## config.mk

```make
export PLATFORM = sky130hd
export DESIGN_NAME = rhfd_div_cell
export DESIGN_NICKNAME = d
export VERILOG_FILES = /design/src/design/rhfd_div_cell.sv
export SDC_FILE = /design/constraint.sdc
export NUM_CORES = 1
export LEC_CHECK = 0
export ABC_AREA = 0
export BUFFER_PORTS_ARGS = -buffer_cell sky130_fd_sc_hd__buf_2
export CAP_MARGIN = 30
export CORE_UTILIZATION = 44
export DETAILED_ROUTE_END_ITERATION = 6
export GPL_ROUTABILITY_DRIVEN = 0
export PLACE_DENSITY = 0.79
export SLEW_MARGIN = 20
export SYNTH_ARGS = -nofsm -noshare
export SYNTH_HDL_FRONTEND = slang
export SYNTH_SLANG_ARGS = --single-unit
```

## constraint.sdc

```tcl
create_clock -name clk -period 2.5 [get_ports clk]
set_clock_uncertainty 0.2 [all_clocks]
set_input_delay 0.125 -clock clk [delete_from_list [all_inputs] [get_ports clk]]
set_output_delay 0.125 -clock clk [all_outputs]
set_load 0.005 [all_outputs]
```

## src/design/rhfd_div_cell.sv

```systemverilog
// ---------------------------------------------------------------------------
// rhfd_div_cell
// One registered restoring-division step: develops one quotient bit.
// ---------------------------------------------------------------------------
`default_nettype none

module rhfd_div_cell #(
  parameter int DEN_W  = 23,
  parameter int Q_W    = 43,
  parameter int SIDE_W = 1
) (
  input  logic              clk,
  input  logic              rst,
  input  logic              en,
  input  logic              prev_valid,
  input  logic [DEN_W-1:0]  prev_rem,
  input  logic [Q_W-1:0]    prev_low,
  input  logic [DEN_W-1:0]  prev_den,
  input  logic [SIDE_W-1:0] prev_side,
  output logic              valid,
  output logic [DEN_W-1:0]  rem,
  output logic [Q_W-1:0]    low,
  output logic [DEN_W-1:0]  den,
  output logic [SIDE_W-1:0] side
);

  logic [DEN_W:0]   trial;
  logic [DEN_W+1:0] diff;
  logic             qbit;

  // low holds the unused dividend bits on top, quotient bits below
  assign trial = {prev_rem, prev_low[Q_W-1]};
  assign diff  = {1'b0, trial} - {2'b00, prev_den};
  assign qbit  = ~diff[DEN_W+1];

  always_ff @(posedge clk) begin
    if (rst) begin
      valid <= 1'b0;
    end else if (en) begin
      valid <= prev_valid;
    end
  end

  always_ff @(posedge clk) begin
    if (en) begin
      rem  <= qbit ? diff[DEN_W-1:0] : trial[DEN_W-1:0];
      low  <= {prev_low[Q_W-2:0], qbit};
      den  <= prev_den;
      side <= prev_side;
    end
  end

endmodule

`default_nettype wire

```

Word-level counts from Yosys, hierarchy flattened

Index checks and enable logic that the tools add are counted.

Bits in registers: 91

Bitwise logic cells: 1
Mux-type cells: 1
Add/sub/neg operators: 1

Operators by type and width:

| operator                                       | count |
|---|---|
| 24-bit by 23-bit subtractor with 25-bit output | 1 |
| 23-bit 2-to-1 mux                              | 1 |
| 1-bit NOT                                      | 1 |

Longest topological paths before layout

Word-level depth: 2
Mapped depth: 11
Depth with buffers taken out: 10

Worst setup path after synthesis

No wires, ideal clock.

Kind: input to register
Start: input prev_low[42]
End: register rem[10] (data pin)
Arrival: 2.166 ns
Stages on the path: 11
Path slack: -0.126 ns
Buffers on the path: 1
Path through: inv_1 -> ha_1 -> fa_1 -> nand2b_1 -> a21oi_1 -> o21a_1 -> o2111a_2 -> nor2_8 -> inv_4 -> buf_6 -> mux2_4

Longest elaborated chain between the ends: 2

RTL lines:

| what                                           | RTL line | text |
|---|---|---|
| start, declared                                | 17       | `input logic [Q_W-1:0] prev_low,` |
| 24-bit by 23-bit subtractor with 25-bit output | 33       | `assign diff = {1'b0, trial} - {2'b00, prev_den};` |
| 23-bit 2-to-1 mux                              | 46       | `rem <= qbit ? diff[DEN_W-1:0] : trial[DEN_W-1:0];` |
| end signal, assigned                           | 46       |  |
| end, declared                                  | 21       | `output logic [DEN_W-1:0] rem,` |

No other way between the ends.
A chain may end at the register's enable or synchronous reset.

Worst setup path in the final report

Start: input prev_den[12]
End: register rem[8] (data pin)

Longest elaborated chain between the ends: 2

RTL lines:

| what                                           | RTL line | text |
|---|---|---|
| start, declared                                | 18       | `input logic [DEN_W-1:0] prev_den,` |
| 24-bit by 23-bit subtractor with 25-bit output | 33       |  |
| 23-bit 2-to-1 mux                              | 46       |  |

No other way between the ends.

==> metrics.cfg <==
[timing]
rsz0062_at_grt = true
finalSetupViolations = 0
fin_crit_sh_pct = 97.1
worst_slew_pin_slew_ns = 0.474
period_minus_slack_ns = 2.43
fmax_ghz = 0.412
hold_viol_final = 0
final_max_slew_viol_count = 0
setup_ws_ns = 0.0720
relSlewSlack_pct = 68.0

[routing]
drtPass1Iterations = 4
drc_errors = 0
wl_met1_um = 5170
met2_length_um = 7020
vias_per_cell = 5.20
wirelength_um = 13700
wl_met3_um = 1040
num_vias = 4151
drt_iter0_markers = 253
top_layer_used = met4
wl_per_cell_um = 17.1
route.antenna.remaining_nets = 0

[pwr]
p_leak_nw = 3.03
ir_drop_mv = 0.271
p_per_area_nw_per_um2 = 562
totalPowerFinal_mw = 3.89

[logic_synthesis]
synth_adder_area_share_pct = 6.91
synthSimpleGateAreaFrac_pct = 9.61
synthTopCellsByArea = edfxtp_1, ha_1, a21oi_1
synth_mux_area_share_pct = 3.32
async_reset_ff_share_pct = 0
syn_inst = 347
synth_top_family_by_area = compound AO/OA/AOI/OAI gates
synth_fp_nets = 465
yosys_warnings = 0
synth-edff-count = 90
yosysTopAreaCell = edfxtp_1
yosysTopAreaCellShare_pct = 60.7
synthesis.area_um2 = 4450
yosysUniqueCellTypes = 56
synth_xor_area_share_pct = 2.16
yosysMostFrequentCell = edfxtp_1
synth_compound_area_share_pct = 13.8
ys.flop_type = edfxtp_1
synth_seq_cells = 91
ys_seq_area_share_pct = 61.1
synth_common_cells = edfxtp_1, a21oi_1, inv_1, ha_1, nand2_1
avgSynthCellArea_um2 = 12.8

[clocking]
cts_root_buf = clkbuf_8
htreeDepth = 3
clock-sinks = 91
cts_buffers = 9
post_cts_buffers = 0
cts_tree = done
cts.path.max_buffers = 2
clk-insertion-delay-late_ns = 0.36
clkTransAtPathRegs_ns = 0.10

[floorplanning]
core_um2 = 9770
die_area_um2 = 10500
die_h_um = 103
io_pins = 185
initial_core_util_pct = 45.6
rows = 36
die_w_um = 103

[min_path]
worst_hold_path_type = in -> reg
min_from = prev_den[1]

[cells_and_area]
fin_area_um2 = 6920
layout.nets = 778
final_core_util_pct = 70.8
syn_to_final_growth_pct = 55.4
diodes = 0
nFillCells = 683
drive_gt1_share_pct = 38.8

[flow_run]
max_cap_violations = 0

[global_route]
grt_max_degree = 50
overflow = 0
antenna_found_initial = 0
grtUsageTotal_pct = 25.9
grt_pass1_vias = 4078
grt_pass1_wl_um = 20200

[worst_setup_path]
crit_path_max_fanout = 12
start_kind = input port
crit_start = prev_den[12]
worstPathArrival_ns = 2.35
critical_path_class = in -> reg
end_kind = register
critPathRequiredTime_ns = 2.42
reg2reg_from = valid

[placement]
hpwl_um = 8860
place_ws_ns = -0.0941
numPortBuffers = 184
dpl-instance-area_um2 = 5770

[outcome]
status = finished clean

-- timing repair --
action | in CTS | in global routing
endpoints found under the setup margin | 0 | 12
resized for setup | 0 | 7
hold buffers | 93 | 0
hold endpoints to repair | 107 | 0
-- worst max-delay path: stages --
cell	delay [ns]
dlygate4sd3_1	0.54
buf_2	0.13
inv_1	0.05
ha_1	0.42
and3_1	0.23
o2111a_2	0.27
nor2_8	0.05
inv_4	0.16
mux2_2	0.36
-- power breakdown --
group / internal (mW) / switching (mW)
registers: 1.86 / 0.0463
clock network: 0.474 / 0.562
logic: 0.491 / 0.461
-- state kept, by name (all words and copies together), names as in the netlist --
name / count
rem: 23
den: 23
side: 1
low: 43
valid: 1
-- layout make-up --
| class | instances | area [um2] | share of cell area, % |
|---|---|---|---|
| clock inverter | 6 | 71.3 | 1.03 |
| timing repair buffer | 306 | 2080 | 30.1 |
| clock buffer | 10 | 128 | 1.84 |
| sequential | 91 | 2720 | 39.3 |
| inverter | 29 | 111 | 1.61 |
| tap | 133 | 166 | 2.40 |
| multi-input combinational | 223 | 1640 | 23.6 |
-- through the flow --
stage | hold slack, ns | cells | TNS, ns
4_1_cts | 0.0858 | 798 | 0
5_1_grt | 0.105 | 798 | -0.0818
3_5_place_dp | 0.0979 | 689 | -1.01
3_3_place_gp | 0.0837 | 689 | -0.401
6_report | 0.0837 | 798 | 0
2_1_floorplan | -0.00262 | 347 | 0
-- layer usage --
layer	vias up	global-route usage [%]
met3	38	5.76
met5	-	0
li1	1946	-
met1	1964	29.2
met2	203	47.0
met4	0	11.3
-- final timing paths --
| kind | cells past startpoint | endpoint | slack [ns] |
|---|---|---|---|
| min | 3 | rem[1] | 0.08 |
| min reg2reg | 3 | valid | 0.93 |
| max reg2reg | 3 | valid | 1.07 |
| max | 9 | rem[8] | 0.07 |
-- cell usage in the layout, fill, tap and decap left out, types with 2 or more instances in the layout --
master,Yosys,final
inv_1,28,28
nor3_1,10,10
o2111ai_1,3,3
and2_1,2,2
nand3_1,12,12
clkinvlp_4,0,2
xnor2_1,8,8
a211oi_2,2,2
mux2_4,4,4
clkbuf_8,0,9
edfxtp_1,90,90
o41ai_1,2,2
a21oi_1,29,28
nand4_1,2,2
inv_6,0,3
buf_2,1,183
buf_4,0,29
o21ai_1,1,2
dlygate4sd3_1,0,93
o211ai_1,3,3
o21a_1,8,8
a21boi_0,3,3
nor4_1,3,2
xor2_1,3,3
o21ai_0,18,16
a31oi_1,4,3
nor2b_1,4,4
a21oi_2,2,2
ha_2,0,2
mux2i_1,2,2
a21o_1,5,5
nor2_1,15,15
o21ai_2,1,2
ha_1,23,21
nand2_1,22,22
mux2_2,6,6
o31ai_1,4,4
and3_1,2,2
-- kinds of logic (layout without fill, tap and decap cells) --
logic type / count (synthesis) / count (layout)
AO/OA/AOI/OAI: 93 / 93
flip-flops: 91 / 91
AND/OR/NAND/NOR: 83 / 83
buffers and inverters: 33 / 351
adder cells (fa/ha/maj): 24 / 24
multiplexers: 12 / 12
XOR/XNOR: 11 / 11
Power figures use the tool's default switching activity.
