===== src/design/rhfd_pkg.sv =====
// ---------------------------------------------------------------------------
// rhfd_pkg
// Shared widths, constants and types for the relative humidity pipeline.
// ---------------------------------------------------------------------------
`default_nettype none

package rhfd_pkg;

  // Magnus term divider: |1767*x|*2^32 + den/2 over 100*(x+24350)
  localparam int MAG_W     = 58;
  localparam int MAG_DEN_W = 23;
  localparam int MAG_Q_W   = 43;

  // split of d + 18*ln2 into k and r
  localparam int LN2_DEN_W = 32;
  localparam int LN2_Q_W   = 5;
  localparam int U_W       = LN2_DEN_W - 1 + LN2_Q_W;

  // Taylor series for exp(r)
  localparam int TERMS  = 16;
  localparam int R_W    = 32;
  localparam int TERM_W = 33;
  localparam int SUM_W  = 34;

  localparam logic [R_W-1:0]    LN2_Q32 = 32'd2977044472;
  localparam logic [TERM_W-1:0] ONE_Q32 = 33'h1_0000_0000;

  localparam logic signed [15:0] MISSING_FLOOR = -16'sd24000;
  localparam int                 MAGNUS_A      = 1767;
  localparam logic signed [16:0] DEN_BIAS      = 17'sd24350;
  localparam int                 DEN_SCALE     = 100;
  localparam int                 HUM_SCALE     = 10000;
  localparam logic [15:0]        HUM_MAX       = 16'hFFFF;

  // d limits and the bias that makes d + 18*ln2 positive
  localparam logic signed [44:0] D_HI   = 45'sd8589934592;
  localparam logic signed [44:0] D_LO   = -45'sd51539607552;
  localparam logic signed [44:0] K_BIAS = 45'sd53586800496;

  typedef struct packed {
    logic               missing;
    logic               last;
    logic               big;
    logic               small_d;
    logic [LN2_Q_W-1:0] shift;
  } rhfd_side_t;

endpackage

`default_nettype wire


===== src/design/rhfd_taylor_cell.sv =====
// ---------------------------------------------------------------------------
// rhfd_taylor_cell
// One term of the exp series: term = ((term*r) >> 32) / N, two stages.
// ---------------------------------------------------------------------------
`default_nettype none

module rhfd_taylor_cell #(
  parameter int N = 1
) (
  input  logic                      clk,
  input  logic                      rst,
  input  logic                      en,
  input  logic                      prev_valid,
  input  logic [rhfd_pkg::TERM_W-1:0] prev_term,
  input  logic [rhfd_pkg::SUM_W-1:0]  prev_sum,
  input  logic [rhfd_pkg::R_W-1:0]    prev_r,
  input  rhfd_pkg::rhfd_side_t        prev_side,
  output logic                      valid,
  output logic [rhfd_pkg::TERM_W-1:0] term,
  output logic [rhfd_pkg::SUM_W-1:0]  sum,
  output logic [rhfd_pkg::R_W-1:0]    r,
  output rhfd_pkg::rhfd_side_t        side
);
  import rhfd_pkg::*;

  // floor(x/N) for x < 2^32 as (x*M) >> (32+S)
  localparam int          S = $clog2(N);
  localparam logic [32:0] M = 33'(((65'd1 << (32 + S)) + 65'(N) - 65'd1) / 65'(N));

  logic [64:0]       prod_a;
  logic [64:0]       prod_b;
  logic              valid_a;
  logic [R_W-1:0]    hi_a;
  logic [SUM_W-1:0]  sum_a;
  logic [R_W-1:0]    r_a;
  rhfd_side_t        side_a;

  assign prod_a = 65'(prev_term) * 65'(prev_r);
  assign prod_b = 65'(hi_a) * 65'(M);

  always_ff @(posedge clk) begin
    if (rst) begin
      valid_a <= 1'b0;
      valid   <= 1'b0;
    end else if (en) begin
      valid_a <= prev_valid;
      valid   <= valid_a;
    end
  end

  always_ff @(posedge clk) begin
    if (en) begin
      hi_a   <= prod_a[63:32];
      sum_a  <= prev_sum + SUM_W'(prev_term);
      r_a    <= prev_r;
      side_a <= prev_side;
      term   <= TERM_W'(prod_b >> (32 + S));
      sum    <= sum_a;
      r      <= r_a;
      side   <= side_a;
    end
  end

endmodule

`default_nettype wire


===== config.mk =====
export PLATFORM = sky130hd
export DESIGN_NAME = rhfd_taylor_cell
export DESIGN_NICKNAME = d
export VERILOG_FILES = /design/src/design/rhfd_pkg.sv /design/src/design/rhfd_taylor_cell.sv
export SDC_FILE = /design/constraint.sdc
export NUM_CORES = 2
export LEC_CHECK = 0
export ABC_AREA = 1
export BUFFER_PORTS_ARGS = -buffer_cell sky130_fd_sc_hd__buf_4
export CAP_MARGIN = 20
export CELL_PAD_IN_SITES_DETAIL_PLACEMENT = 0
export CELL_PAD_IN_SITES_GLOBAL_PLACEMENT = 1
export CORE_ASPECT_RATIO = 1.2
export CORE_MARGIN = 2
export CORE_UTILIZATION = 40
export DETAILED_ROUTE_END_ITERATION = 10
export PLACE_DENSITY = 0.84
export SYNTH_ARGS = -nofsm -noshare
export SYNTH_HDL_FRONTEND = slang
export SYNTH_SLANG_ARGS = --single-unit

===== constraint.sdc =====
create_clock -name clk -period 7.05 [get_ports clk]
set_clock_uncertainty 0.1 [all_clocks]
set_input_delay 0.705 -clock clk [delete_from_list [all_inputs] [get_ports clk]]
set_output_delay 0.705 -clock clk [all_outputs]
set_load 0.02 [all_outputs]

## After elaboration in Yosys (flattened, before gate mapping)

Index checks and enable logic that the tools add are counted.

- Memories: 0
- Memory bits (read-only): 0
- Input port bits: 112
- Word-level logic and storage cells: 20
- Output and inout bits: 109
- Memory bits (writable): 0
- Bits in latches: 0
- Register bits after elaboration: 216

- Equal/unequal tests: 0
- Muxes and demuxes: 0
- Add/sub/neg operators: 1
- $mul: 1
- Div/mod/pow operators: 0
- Shift operators: 0
- Bitwise logic cells: 0
- Reductions and logical operators: 0
- $lt $le $gt $ge: 0

Operators with widths:

| kind | number |
|---|---|
| multiplier 33 x 32 -> 64 bit | 1 |
| adder 34 x 33 -> 34 bit | 1 |

## Depth between registers and ports, before layout

- Depth after elaboration: 1
- Mapped depth: 33
- Mapped depth without buffers: 31

## Worst setup path before layout

OpenSTA, ideal clock, no wires.

- Path kind: input port to flip-flop
- Start point: input prev_r[8] in the netlist's numbering
- End point: register hi_a[23] (data pin)
- Stages on the path: 26
- Library setup time: 0.252 ns
- Data required time: 6.698 ns
- Path buffers: 2
- Slack: -0.001 ns
- Arrival: 6.699 ns
- Path through: clkbuf_1 > clkbuf_1 > nand2_1 > fa_1 > inv_1 > fa_1 > fa_1 > inv_1 > fa_1 > inv_1 > fa_1 > fa_1 > fa_1 > inv_1 > fa_1 > inv_1 > ha_1 > nand2_1 > nor2_1 > inv_1 > nor2_1 > inv_1 > nor4_2 > nand2_1 > nand3_1 > nand2_1

- Longest elaborated chain between the ends: 1

RTL lines:

| element | RTL line | text |
|---|---|---|
| from (decl) | rhfd_taylor_cell.sv:16 | `input logic [rhfd_pkg::R_W-1:0] prev_r,` |
| multiplier 33 x 32 -> 64 bit | rhfd_taylor_cell.sv:38 | `assign prod_a = 65'(prev_term) * 65'(prev_r);` |
| via prod_a[55] | rhfd_taylor_cell.sv:30 | `logic [64:0] prod_a;` |
| to (signal assigned) | rhfd_taylor_cell.sv:53 | `hi_a <= prod_a[63:32];` |
| to (decl) | rhfd_taylor_cell.sv:33 | `logic [R_W-1:0] hi_a;` |

The timed path passes the listed nets, and every way through them passes these cells.
A chain may end at the register's enable or synchronous reset.

## Final worst setup path

- Start point: input prev_term[10] in the netlist's numbering
- End point: register hi_a[27] (data pin)

- Longest elaborated chain between the ends: 1

RTL lines:

| element | RTL line | text |
|---|---|---|
| from (decl) | rhfd_taylor_cell.sv:14 | `input logic [rhfd_pkg::TERM_W-1:0] prev_term,` |
| multiplier 33 x 32 -> 64 bit | rhfd_taylor_cell.sv:38 |  |
| via prod_a[59] | rhfd_taylor_cell.sv:30 |  |

The timed path passes the listed nets, and every way through them passes these cells.

==> impl_metrics.yaml <==
global_route:
  met2_usage_pct: 40.63
  use_met1_pct: 27.34
  grt_max_degree: 119
  grt_pass1_wl_um: 198000
  antenna_found_initial: 0
  grt_pass1_vias: 37380
  grt_remaining_overflow: 0
  grt.busiest_layer: "met2"
  met3_usage_pct: 1.924
  grt_usage_pct: 22.19
detailed_routing:
  drc: 0
  dr.pass1.iters: 6
  antenna_left: 0
  via_per_inst: 4.784
  first_iter_violations: 2042
  wl_per_cell_um: 16.89
  wl_um: 120900
  vias: 34260
logic_synthesis:
  synthFlopType: "edfxtp_1"
  async_flop_share_pct: 0
  synthesis.area_sq_um: 44260
  ys_ff_latch: 216
  synth_commonest_cells: "inv_1, nand2_1, fa_1"
  synth.area.top_cells: "fa_1, edfxtp_1, inv_1"
  yosysTopAreaCell: "fa_1"
  synth_warnings: 0
  syn-num-nets: 6705
  postSynthAreaPerCell_sq_um: 8.227
  syn_inst: 5380
  synth_top_area_share_pct: 41.84
  synth_edf_count: 214
  synth.most_common_cell: "inv_1"
  synth_cell_types: 34
  synth-seq-area-share_pct: 14.61
sta:
  finalHoldViolations: 0
  slew_viol_final: 0
  min_period_over_period_pct: 96.34
  setup_viol: 0
  slew_headroom_pct: 34.14
  rsz0062_at_grt: "no"
  final.setup.tns_ns: 0
  worst_pin_slew_ns: 0.9879
  max_freq_mhz: 147.2
  period_needed_ns: 6.792
die:
  core_area_sq_um: 109700
  die_y_um: 368.4
  die_w_um: 307.7
  num_rows: 133
  die-area_sq_um: 113300
  io_pins: 221
  initial_core_util_pct: 40.36
place:
  gp_congestion: 0.9043
  hpwl_um: 106000
  port_buffers: 219
job:
  maxCapViolCount: 0
clock_network:
  cts_hold_buf: 0
  insertion_delay_ns: 0.62
  ctsHtreeMaxLevel: 1
  cts_tree: "yes"
  clkTransAtPathRegs_ns: 0.07
  clk_path_buf_depth: 3
  numCtsBuffers: 28
  cts_root_buf: "clkbuf_16"
  cts_sinks: 216
hold_path:
  min_path_type: "input pin to register"
final_layout:
  nNetsFinal: 7048
  syn2layout_area_growth_pct: 13.99
  drive_gt1_share_pct: 10.60
  num_antenna_cells: 0
worst_setup_path:
  cp-start-kind: "input pin"
  crit_type: "input pin to register"
  required_ns: 7.34
  path_max_fanout: 20
  cp-end-kind: "register"
  cpPeakStageDelay_ns: 0.57
  slowest_stage: "fa_1"
  arrival_ns: 7.08
  crit_top_cell: "fa_1"
outcome:
  status: "finished clean"
repair_timing:
item	in CTS	in global routing
setup buffers	0	0
endpoints found under the setup margin	0	17
gates resized for setup	0	19
per-layer routing:
metal / up-vias / routed length, um
met5: - / 0
met4: 0 / 4519
met3: 217 / 5268
met2: 875 / 63050
met1: 17250 / 48090
li1: 15920 / -
sequential cells by signal (all words and copies together) (netlist names):
| register | cells |
|---|---|
| term | 32 |
| hi_a | 32 |
| sum | 34 |
| valid | 1 |
| r_a | 32 |
| r | 32 |
| valid_a | 1 |
| side_a | 9 |
| sum_a | 34 |
| side | 9 |
final timing paths:
check / start / end / slack, ns / cells past startpoint
worst max-delay path: prev_term[10] / hi_a[27] / 0.26 / 25
worst min-delay path: rst / valid_a / 0.16 / 2
worst max register to register: hi_a[2] / term[2] / 6.16 / 0
worst min register to register: r_a[8] / r[8] / 0.31 / 0
final cells by class:
type,instances,area [sq um]
Fill cell,10730,59210
Multi-Input combinational cell,3277,30740
Sequential cell,216,6466
Inverter,1661,6235
Timing Repair Buffer,539,4333
Tap cell,1417,1773
Clock buffer,31,711.9
Clock inverter,20,190.2
layout by cell type, fill, tap and decap left out, types with 3 or more instances in the layout:
cell / instances
nor2_2: 5
a21boi_0: 4
buf_12: 19
a21oi_1: 129
inv_6: 5
nor2_1: 174
nand4_1: 16
clkinvlp_4: 3
nand3_1: 70
fa_1: 925
xor2_1: 24
ha_1: 286
xnor2_1: 9
nand2_1: 1471
nor3_1: 14
clkinv_4: 3
o21ai_1: 4
nor4_1: 6
inv_1: 1661
a31oi_1: 4
buf_4: 508
a21o_1: 12
clkbuf_16: 28
clkinv_2: 4
nand2_2: 4
o21bai_1: 14
o21ai_2: 6
clkbuf_1: 3
o21a_1: 3
nand3b_1: 4
edfxtp_1: 214
o21ai_0: 81
buf_6: 11
worst max-delay path: cells and delay by family:
family	cells	cell delay (ns)
adder cells (fa/ha/maj)	9	4.39
AND/OR/NAND/NOR	6	0.42
buffers and inverters	6	0.72
AO/OA/AOI/OAI	4	0.81
stage by stage:
stage / cells / hold slack [ns] / cell area (sq um) / worst slack, ns / utilization, %
finish: 7161 / 0.1602 / 50450 / 0.2581 / 46.01
global route: 7161 / 0.1343 / 50450 / 0.002957 / 46.01
CTS: 7161 / 0.1175 / 50380 / 0.2083 / 45.94
detailed placement: 7110 / 0.3045 / 49470 / -0.4569 / 45.11
global placement: 7110 / 0.3004 / 49470 / -0.4622 / 45.11
floorplan: 5380 / 0.3003 / 44260 / 0.03672 / -
cell families (layout without fill, tap and decap cells):
logic type | count (synthesis) | count (layout) | synth area share, %
compound gates | 261 | 261 | 3.225
xor+xnor | 34 | 34 | 0.6728
fa+ha+maj | 1213 | 1213 | 49.98
buf+inv | 1887 | 2251 | 16.01
flops | 216 | 216 | 14.61
other cells | 1 | 1 | 0.008472
simple gates | 1768 | 1768 | 15.49
Power is not shown: default switching activity piles up to over one toggle a cycle in this logic, so the estimate is an artifact.
